==> config.mk <==
export PLATFORM = sky130hd
export DESIGN_NAME = ordered_queue_keyed_removal
export DESIGN_NICKNAME = d
export VERILOG_FILES = /design/src/hdl/oqkr_pkg.sv /design/src/hdl/oqkr_ctrl.sv /design/src/hdl/oqkr_dp.sv /design/src/hdl/ordered_queue_keyed_removal.sv
export SDC_FILE = /design/constraint.sdc
export NUM_CORES = 1
export LEC_CHECK = 0
export CAP_MARGIN = 5
export CORE_MARGIN = 2
export CORE_UTILIZATION = 45
export CTS_BUF_LIST = sky130_fd_sc_hd__clkbuf_4 sky130_fd_sc_hd__clkbuf_8 sky130_fd_sc_hd__clkbuf_16
export CTS_CLUSTER_SIZE = 40
export DETAILED_ROUTE_END_ITERATION = 12
export DONT_BUFFER_PORTS = 1
export PLACE_DENSITY = 0.57
export SYNTH_ARGS = -nofsm -noshare
export SYNTH_HDL_FRONTEND = slang
export SYNTH_HIERARCHICAL = 1
export SYNTH_SLANG_ARGS = --single-unit
==> constraint.sdc <==
create_clock -name clock -period 5.85 [get_ports clock]
set_clock_uncertainty 0.2 [all_clocks]
set_input_delay 1.17 -clock clock [delete_from_list [all_inputs] [get_ports clock]]
set_output_delay 1.17 -clock clock [all_outputs]
set_load 0.02 [all_outputs]
==> src/hdl/oqkr_pkg.sv <==
// ----------------------------------------------------------------------------
// oqkr_pkg
// Shared codes and control types for the ordered queue with keyed removal.
// ----------------------------------------------------------------------------
package oqkr_pkg;

   // Operation codes carried in req_tuser
   localparam logic CMD_APPEND = 1'b0;
   localparam logic CMD_REMOVE = 1'b1;

   // Result status codes carried in rsp_tuser
   localparam logic [2:0] STAT_APPENDED  = 3'd0;
   localparam logic [2:0] STAT_FULL      = 3'd1;
   localparam logic [2:0] STAT_REMOVED   = 3'd2;
   localparam logic [2:0] STAT_NOT_FOUND = 3'd3;
   localparam logic [2:0] STAT_EMPTY     = 3'd4;

   // Field widths of one result item
   localparam int STATUS_W   = 3;
   localparam int POSITION_W = 5;
   localparam int OCCUPY_W   = 5;
   localparam int ID_W       = 16;

   // Commands from the controller to the datapath
   typedef struct packed {
      logic capture;   // register operation, key and slot match vector
      logic commit;    // update the queue and load the result register
   } oqkr_cmd_type;

   // Status from the datapath to the controller
   typedef struct packed {
      logic out_free;  // result register can take a new item this cycle
   } oqkr_stat_type;

endpackage

==> src/hdl/oqkr_ctrl.sv <==
// ----------------------------------------------------------------------------
// oqkr_ctrl
// Sequencer: takes an item, then commits it once the result register frees.
// ----------------------------------------------------------------------------
module oqkr_ctrl
   import oqkr_pkg::*;
(
   input  logic          clock,
   input  logic          reset,
   input  logic          req_tvalid,
   output logic          req_tready,
   input  oqkr_stat_type dp_stat,
   output oqkr_cmd_type  dp_cmd
);

   typedef enum logic [1:0] {
      ST_IDLE   = 2'b01,
      ST_COMMIT = 2'b10
   } state_type;

   state_type state_ff;
   state_type state_in;

   // Next state and commands
   always_comb begin
      state_in       = state_ff;
      req_tready     = 1'b0;
      dp_cmd.capture = 1'b0;
      dp_cmd.commit  = 1'b0;
      unique case (state_ff)
         ST_IDLE: begin
            req_tready     = 1'b1;
            dp_cmd.capture = req_tvalid;
            if (req_tvalid) begin
               state_in = ST_COMMIT;
            end
         end
         ST_COMMIT: begin
            if (dp_stat.out_free) begin
               dp_cmd.commit = 1'b1;
               state_in      = ST_IDLE;
            end
         end
         default: begin
            state_in = ST_IDLE;
         end
      endcase
   end

   // State register
   always_ff @(posedge clock) begin
      if (reset) begin
         state_ff <= ST_IDLE;
      end else begin
         state_ff <= state_in;
      end
   end

endmodule

==> src/hdl/oqkr_dp.sv <==
// ----------------------------------------------------------------------------
// oqkr_dp
// Slot row with per-slot key compare, close-up shift, fill count and result
// register.
// ----------------------------------------------------------------------------
module oqkr_dp
   import oqkr_pkg::*;
#(
   parameter int CAPACITY = 16
) (
   input  logic                  clock,
   input  logic                  reset,
   input  oqkr_cmd_type          dp_cmd,
   output oqkr_stat_type         dp_stat,
   input  logic                  req_cmd,
   input  logic [ID_W-1:0]       req_id,
   output logic                  rsp_valid,
   input  logic                  rsp_ready,
   output logic [STATUS_W-1:0]   rsp_status,
   output logic [POSITION_W-1:0] rsp_position,
   output logic [OCCUPY_W-1:0]   rsp_occupancy
);

   localparam int FW = $clog2(CAPACITY + 1);
   localparam int IW = (CAPACITY > 1) ? $clog2(CAPACITY) : 1;
   localparam logic [FW-1:0] CAP_COUNT = FW'(CAPACITY);

   logic [ID_W-1:0]     slots_ff [CAPACITY];
   logic [FW-1:0]       fill_ff;
   logic [FW-1:0]       fill_in;
   logic                op_ff;
   logic [ID_W-1:0]     key_ff;
   logic [CAPACITY-1:0] match_ff;
   logic [CAPACITY-1:0] match_in;
   logic [CAPACITY-1:0] shift_mask;
   logic [IW-1:0]       hit_idx;
   logic [FW-1:0]       hit_pos;
   logic                hit_any;
   logic                do_append;
   logic                do_remove;
   logic [STATUS_W-1:0] status_in;
   logic [FW-1:0]       pos_in;

   logic                  out_valid_ff;
   logic [STATUS_W-1:0]   out_status_ff;
   logic [POSITION_W-1:0] out_pos_ff;
   logic [OCCUPY_W-1:0]   out_occ_ff;

   // Compare the incoming key with every held slot
   always_comb begin
      for (int j = 0; j < CAPACITY; j++) begin
         match_in[j] = (slots_ff[j] == req_id) && (FW'(j) < fill_ff);
      end
   end

   // Locate the first hit; slots from it to the tail move up one place
   assign hit_any    = |match_ff;
   assign shift_mask = match_ff | (~match_ff + 1'b1);

   always_comb begin
      hit_idx = '0;
      for (int j = CAPACITY - 1; j >= 0; j--) begin
         if (match_ff[j]) begin
            hit_idx = IW'(j);
         end
      end
   end

   assign hit_pos = FW'(hit_idx) + 1'b1;

   // Decide the outcome of the held operation
   always_comb begin
      do_append = 1'b0;
      do_remove = 1'b0;
      pos_in    = '0;
      fill_in   = fill_ff;
      if (op_ff == CMD_APPEND) begin
         if (fill_ff < CAP_COUNT) begin
            do_append = 1'b1;
            fill_in   = fill_ff + 1'b1;
            status_in = STAT_APPENDED;
         end else begin
            status_in = STAT_FULL;
         end
      end else if (fill_ff == '0) begin
         status_in = STAT_EMPTY;
      end else if (hit_any) begin
         do_remove = 1'b1;
         fill_in   = fill_ff - 1'b1;
         pos_in    = hit_pos;
         status_in = STAT_REMOVED;
      end else begin
         status_in = STAT_NOT_FOUND;
      end
   end

   // Hold the operation and its match vector
   always_ff @(posedge clock) begin
      if (dp_cmd.capture) begin
         op_ff    <= req_cmd;
         key_ff   <= req_id;
         match_ff <= match_in;
      end
   end

   // Append at the tail or close up behind the removed slot
   always_ff @(posedge clock) begin
      if (dp_cmd.commit) begin
         for (int j = 0; j < CAPACITY; j++) begin
            if (do_append && (FW'(j) == fill_ff)) begin
               slots_ff[j] <= key_ff;
            end else if (do_remove && shift_mask[j] && (j < CAPACITY - 1)) begin
               slots_ff[j] <= slots_ff[(j < CAPACITY - 1) ? j + 1 : j];
            end
         end
      end
   end

   // Fill count
   always_ff @(posedge clock) begin
      if (reset) begin
         fill_ff <= '0;
      end else if (dp_cmd.commit) begin
         fill_ff <= fill_in;
      end
   end

   // Result register: load on commit, drop once taken
   always_ff @(posedge clock) begin
      if (reset) begin
         out_valid_ff <= 1'b0;
      end else if (dp_cmd.commit) begin
         out_valid_ff <= 1'b1;
      end else if (rsp_ready) begin
         out_valid_ff <= 1'b0;
      end
   end

   always_ff @(posedge clock) begin
      if (dp_cmd.commit) begin
         out_status_ff <= status_in;
         out_pos_ff    <= POSITION_W'(pos_in);
         out_occ_ff    <= OCCUPY_W'(fill_in);
      end
   end

   assign dp_stat.out_free = !out_valid_ff || rsp_ready;
   assign rsp_valid        = out_valid_ff;
   assign rsp_status       = out_status_ff;
   assign rsp_position     = out_pos_ff;
   assign rsp_occupancy    = out_occ_ff;

endmodule

==> src/hdl/ordered_queue_keyed_removal.sv <==
// ----------------------------------------------------------------------------
// ordered_queue_keyed_removal
// Bounded ordered queue of 16-bit ids with append and remove-first-match.
// ----------------------------------------------------------------------------
// Each request item is an append (tuser 0) or a remove (tuser 1) of the id in
// tdata, and yields exactly one result item: status in rsp_tuser, position
// and occupancy in rsp_tdata. In the accept cycle the key is compared against
// every held slot at once and the match vector is registered; in the commit
// state the queue is updated (tail write, or the slots behind the first match
// move up one place) and the result register is loaded. That update waits
// while the previous result has not been taken, and a new item is accepted
// only after the update. No clearing pass after reset is needed: only the
// fill count, the result valid flag and the sequencer state are cleared.
// ----------------------------------------------------------------------------
module ordered_queue_keyed_removal
   import oqkr_pkg::*;
#(
   parameter int CAPACITY = 16
) (
   input  logic        clock,
   input  logic        reset,
   input  logic        req_tvalid,
   output logic        req_tready,
   input  logic [15:0] req_tdata,   // [15:0] item_id
   input  logic        req_tuser,   // [0] cmd
   output logic        rsp_tvalid,
   input  logic        rsp_tready,
   output logic [15:0] rsp_tdata,   // [4:0] position, [9:5] occupancy, [15:10] zero
   output logic [2:0]  rsp_tuser    // [2:0] status
);

   oqkr_cmd_type          dp_cmd;
   oqkr_stat_type         dp_stat;
   logic [POSITION_W-1:0] rsp_position;
   logic [OCCUPY_W-1:0]   rsp_occupancy;

   // Sequencer
   oqkr_ctrl u_ctrl (
      .clock      (clock),
      .reset      (reset),
      .req_tvalid (req_tvalid),
      .req_tready (req_tready),
      .dp_stat    (dp_stat),
      .dp_cmd     (dp_cmd)
   );

   // Slot row and result register
   oqkr_dp #(
      .CAPACITY (CAPACITY)
   ) u_dp (
      .clock         (clock),
      .reset         (reset),
      .dp_cmd        (dp_cmd),
      .dp_stat       (dp_stat),
      .req_cmd       (req_tuser),
      .req_id        (req_tdata),
      .rsp_valid     (rsp_tvalid),
      .rsp_ready     (rsp_tready),
      .rsp_status    (rsp_tuser),
      .rsp_position  (rsp_position),
      .rsp_occupancy (rsp_occupancy)
   );

   // Pack the result fields
   assign rsp_tdata = {6'd0, rsp_occupancy, rsp_position};

endmodule
==> flow_metrics.tcl <==
set metrics [dict create \
    clock-sinks 310 \
    grt_pass1_vias 9880 \
    drive_gt1_share_pct 28.3 \
    area_delta_synth_final_pct 9.74 \
    cts_setup_buffers 0 \
    nets 1196 \
    clockBufferDepth 3 \
    yosys.area.top_type "edfxtp_1" \
    ys_seq_elements 310 \
    coreArea_um2 36300 \
    startpoint "u_dp/fill_ff[1]" \
    min_period_ns 4.38 \
    yosysMostFrequentCell "edfxtp_1" \
    period_share_pct 74.8 \
    hp-class "reg2reg" \
    outcome "complete, no violations" \
    syn-cell-area_um2 16400 \
    tightest_slew_ns 1.22 \
    synth_warnings 6 \
    drtIter0Drc 961 \
    grt_max_degree 36 \
    yosysTopAreaCellShare_pct 55.1 \
    crit_fanout 17 \
    worstSetupEndpointType "flop" \
    peakVddDrop_v 0.000237 \
    cts_hold_buf 0 \
    io_buffers 0 \
    crit_type "reg2reg" \
    fin_tns_setup_ns 0 \
    wl_mm 47.4 \
    rsz0062_at_grt "false" \
    finalHoldViolCount 0 \
    cpPeakStageDelay_ns 0.78 \
    crit_required_ns 5.80 \
    die_w_um 195 \
    chipHeight_um 195 \
    synth_edf_count 302 \
    cellLeakagePower_uw 0.00593 \
    antenna_cells 0 \
    vias 9862 \
    crit_arrival_ns 4.33 \
    drt_pass1_iterations 5 \
    rows 70 \
    h-tree-depth 2 \
    ys_seq_area_share_pct 56.1 \
    setup_viol 0 \
    antenna_found_initial 0 \
    clk_pin_slew_ns 0.06 \
    insertion_delay_ns 0.54 \
    wl_per_cell_um 28.6 \
    cts_tree "done" \
    cts-root-buf "clkbuf_16" \
    fmax_mhz 228 \
    powerDensity_nw_per_um2 283 \
    cts_inserted_buffers 37 \
    syn_area_per_cell_um2 13.8 \
    holdCritStartpoint "u_ctrl/state_ff[0]" \
    dp_hpwl_mm 30.3 \
    place_congestion 0.913 \
    viasPerCell 5.94 \
    slew_headroom_pct 18.5 \
    worstReg2RegStart "u_dp/fill_ff[1]" \
    grt_first_pass_wirelength_mm 69.0 \
    cap_violations 0 \
    synth_common_cells "302 x edfxtp_1, 231 x mux2_2, 190 x xor2_1" \
    crit_chain "inv_1, ha_1, or4b_2, nand2_1, inv_1, nand2_1, a21oi_2, a41o_1" \
    ios 42 \
    ant_nets 0 \
    synthTopCellsByArea "edfxtp_1 55%, mux2_2 16%, xor2_1 10%, xnor2_1 3.6%, nor4_1 2.0%" \
    totalPowerFinal_uw 5100 \
    grt.overflow.total 0 \
    drc 0 \
    async_flop_share_pct 0 \
    drv_slew 0 \
    start_kind "flop" \
    crit_slowest_cell "dfxtp_1" \
    fillers 3170 \
    cts-resized-gates 0 \
    grt_use_total_pct 25.2 \
    ys.flop_type "edfxtp_1" \
    synth.distinct_cells 69 \
    initial_utilization_pct 45.4 \
    dieArea_um2 38100 \
    synthCells 1189 \
]
## layout by cell type (no fill, tap or decap), types with 3 or more instances in the layout
cell / n
a211o_1: 4
a211oi_1: 8
a21o_1: 3
a21oi_1: 13
a31oi_1: 3
and3_1: 3
buf_4: 20
bufinv_16: 4
clkbuf_16: 38
clkbuf_4: 7
clkinv_1: 8
clkinv_2: 3
conb_1: 6
dfxtp_1: 8
edfxtp_1: 302
ha_1: 7
inv_1: 9
mux2_2: 231
mux2_4: 9
nand2_1: 25
nand2b_1: 3
nand3_1: 19
nand4_1: 24
nor2_1: 26
nor2_2: 4
nor3_1: 17
nor4_1: 52
o21ai_0: 10
o21ai_1: 6
o21bai_1: 3
o22ai_1: 5
or4_1: 4
xnor2_1: 68
xor2_1: 190
## layout make-up
cell class | instances | area, um^2 | share of cell area, %
tap | 468 | 586 | 3.24
clock inverter | 17 | 194 | 1.07
sequential | 310 | 9230 | 51.1
clock buffer | 47 | 1030 | 5.71
inverter | 10 | 37.5 | 0.208
timing repair buffer | 20 | 150 | 0.832
multi-input combinational | 789 | 6820 | 37.8
## power by group
group          internal [uW]  leakage [uW]  switching [uW]
Clock                   1420      0.000606             904
Sequential              2460       0.00280            79.7
Combinational            136       0.00252            99.1
## worst max-delay path: cells and delay by family, from the launching register on
kind,cells,cell delay [ns]
AO/OA/AOI/OAI,2,1.35
flip-flops,1,0.78
AND/OR/NAND/NOR,3,0.74
buffers and inverters,2,0.59
adder cells (fa/ha/maj),1,0.35
## metal layers
metal	vias up	wire [um]	global-route usage, %
li1	4401	-	-
met1	4973	22300	38.2
met2	434	20000	36.2
met3	54	4170	5.99
met4	0	931	6.36
met5	-	0	0
## through the flow
step | utilization [%] | std cells | worst slack [ns] | cell area (um^2) | hold WS (ns)
after global placement | 46.4 | 1596 | 1.54 | 16800 | 0.384
after global routing | 49.8 | 1661 | 1.23 | 18000 | 0.410
after detailed placement | 46.4 | 1596 | 1.51 | 16800 | 0.384
after CTS | 49.8 | 1660 | 1.48 | 18000 | 0.397
final | 49.8 | 1661 | 1.47 | 18000 | 0.389
after floorplan | - | 1194 | 0.698 | 16500 | 0.309
## worst paths after layout
check | end | slack (ns) | cells past startpoint
min reg2reg | u_ctrl/state_ff[0] | 0.39 | 2
max reg2reg | u_dp/slots_ff[0][115] | 1.47 | 8
min | u_ctrl/state_ff[0] | 0.39 | 2
max | u_dp/slots_ff[0][115] | 1.47 | 8
## cells by family after synthesis
| family | synth area share [%] |
|---|---|
| xor+xnor | 13.7 |
| buf+inv | 2.67 |
| other cells | 0.0228 |
| mux | 16.7 |
| flops | 56.1 |
| simple gates | 6.63 |
| compound gates | 3.59 |
| fa+ha+maj | 0.533 |
## sequential cells by signal, indices dropped and copies added (netlist names)
name                cells
u_dp/key_ff            16
u_dp/rsp_status         3
u_dp/rsp_valid          1
u_dp/match_ff          16
u_ctrl/state_ff         2
u_dp/slots_ff         256
u_dp/fill_ff            5
u_dp/op_ff              1
u_dp/rsp_position       5
u_dp/rsp_occupancy      5
Power figures use the tool's default switching activity.
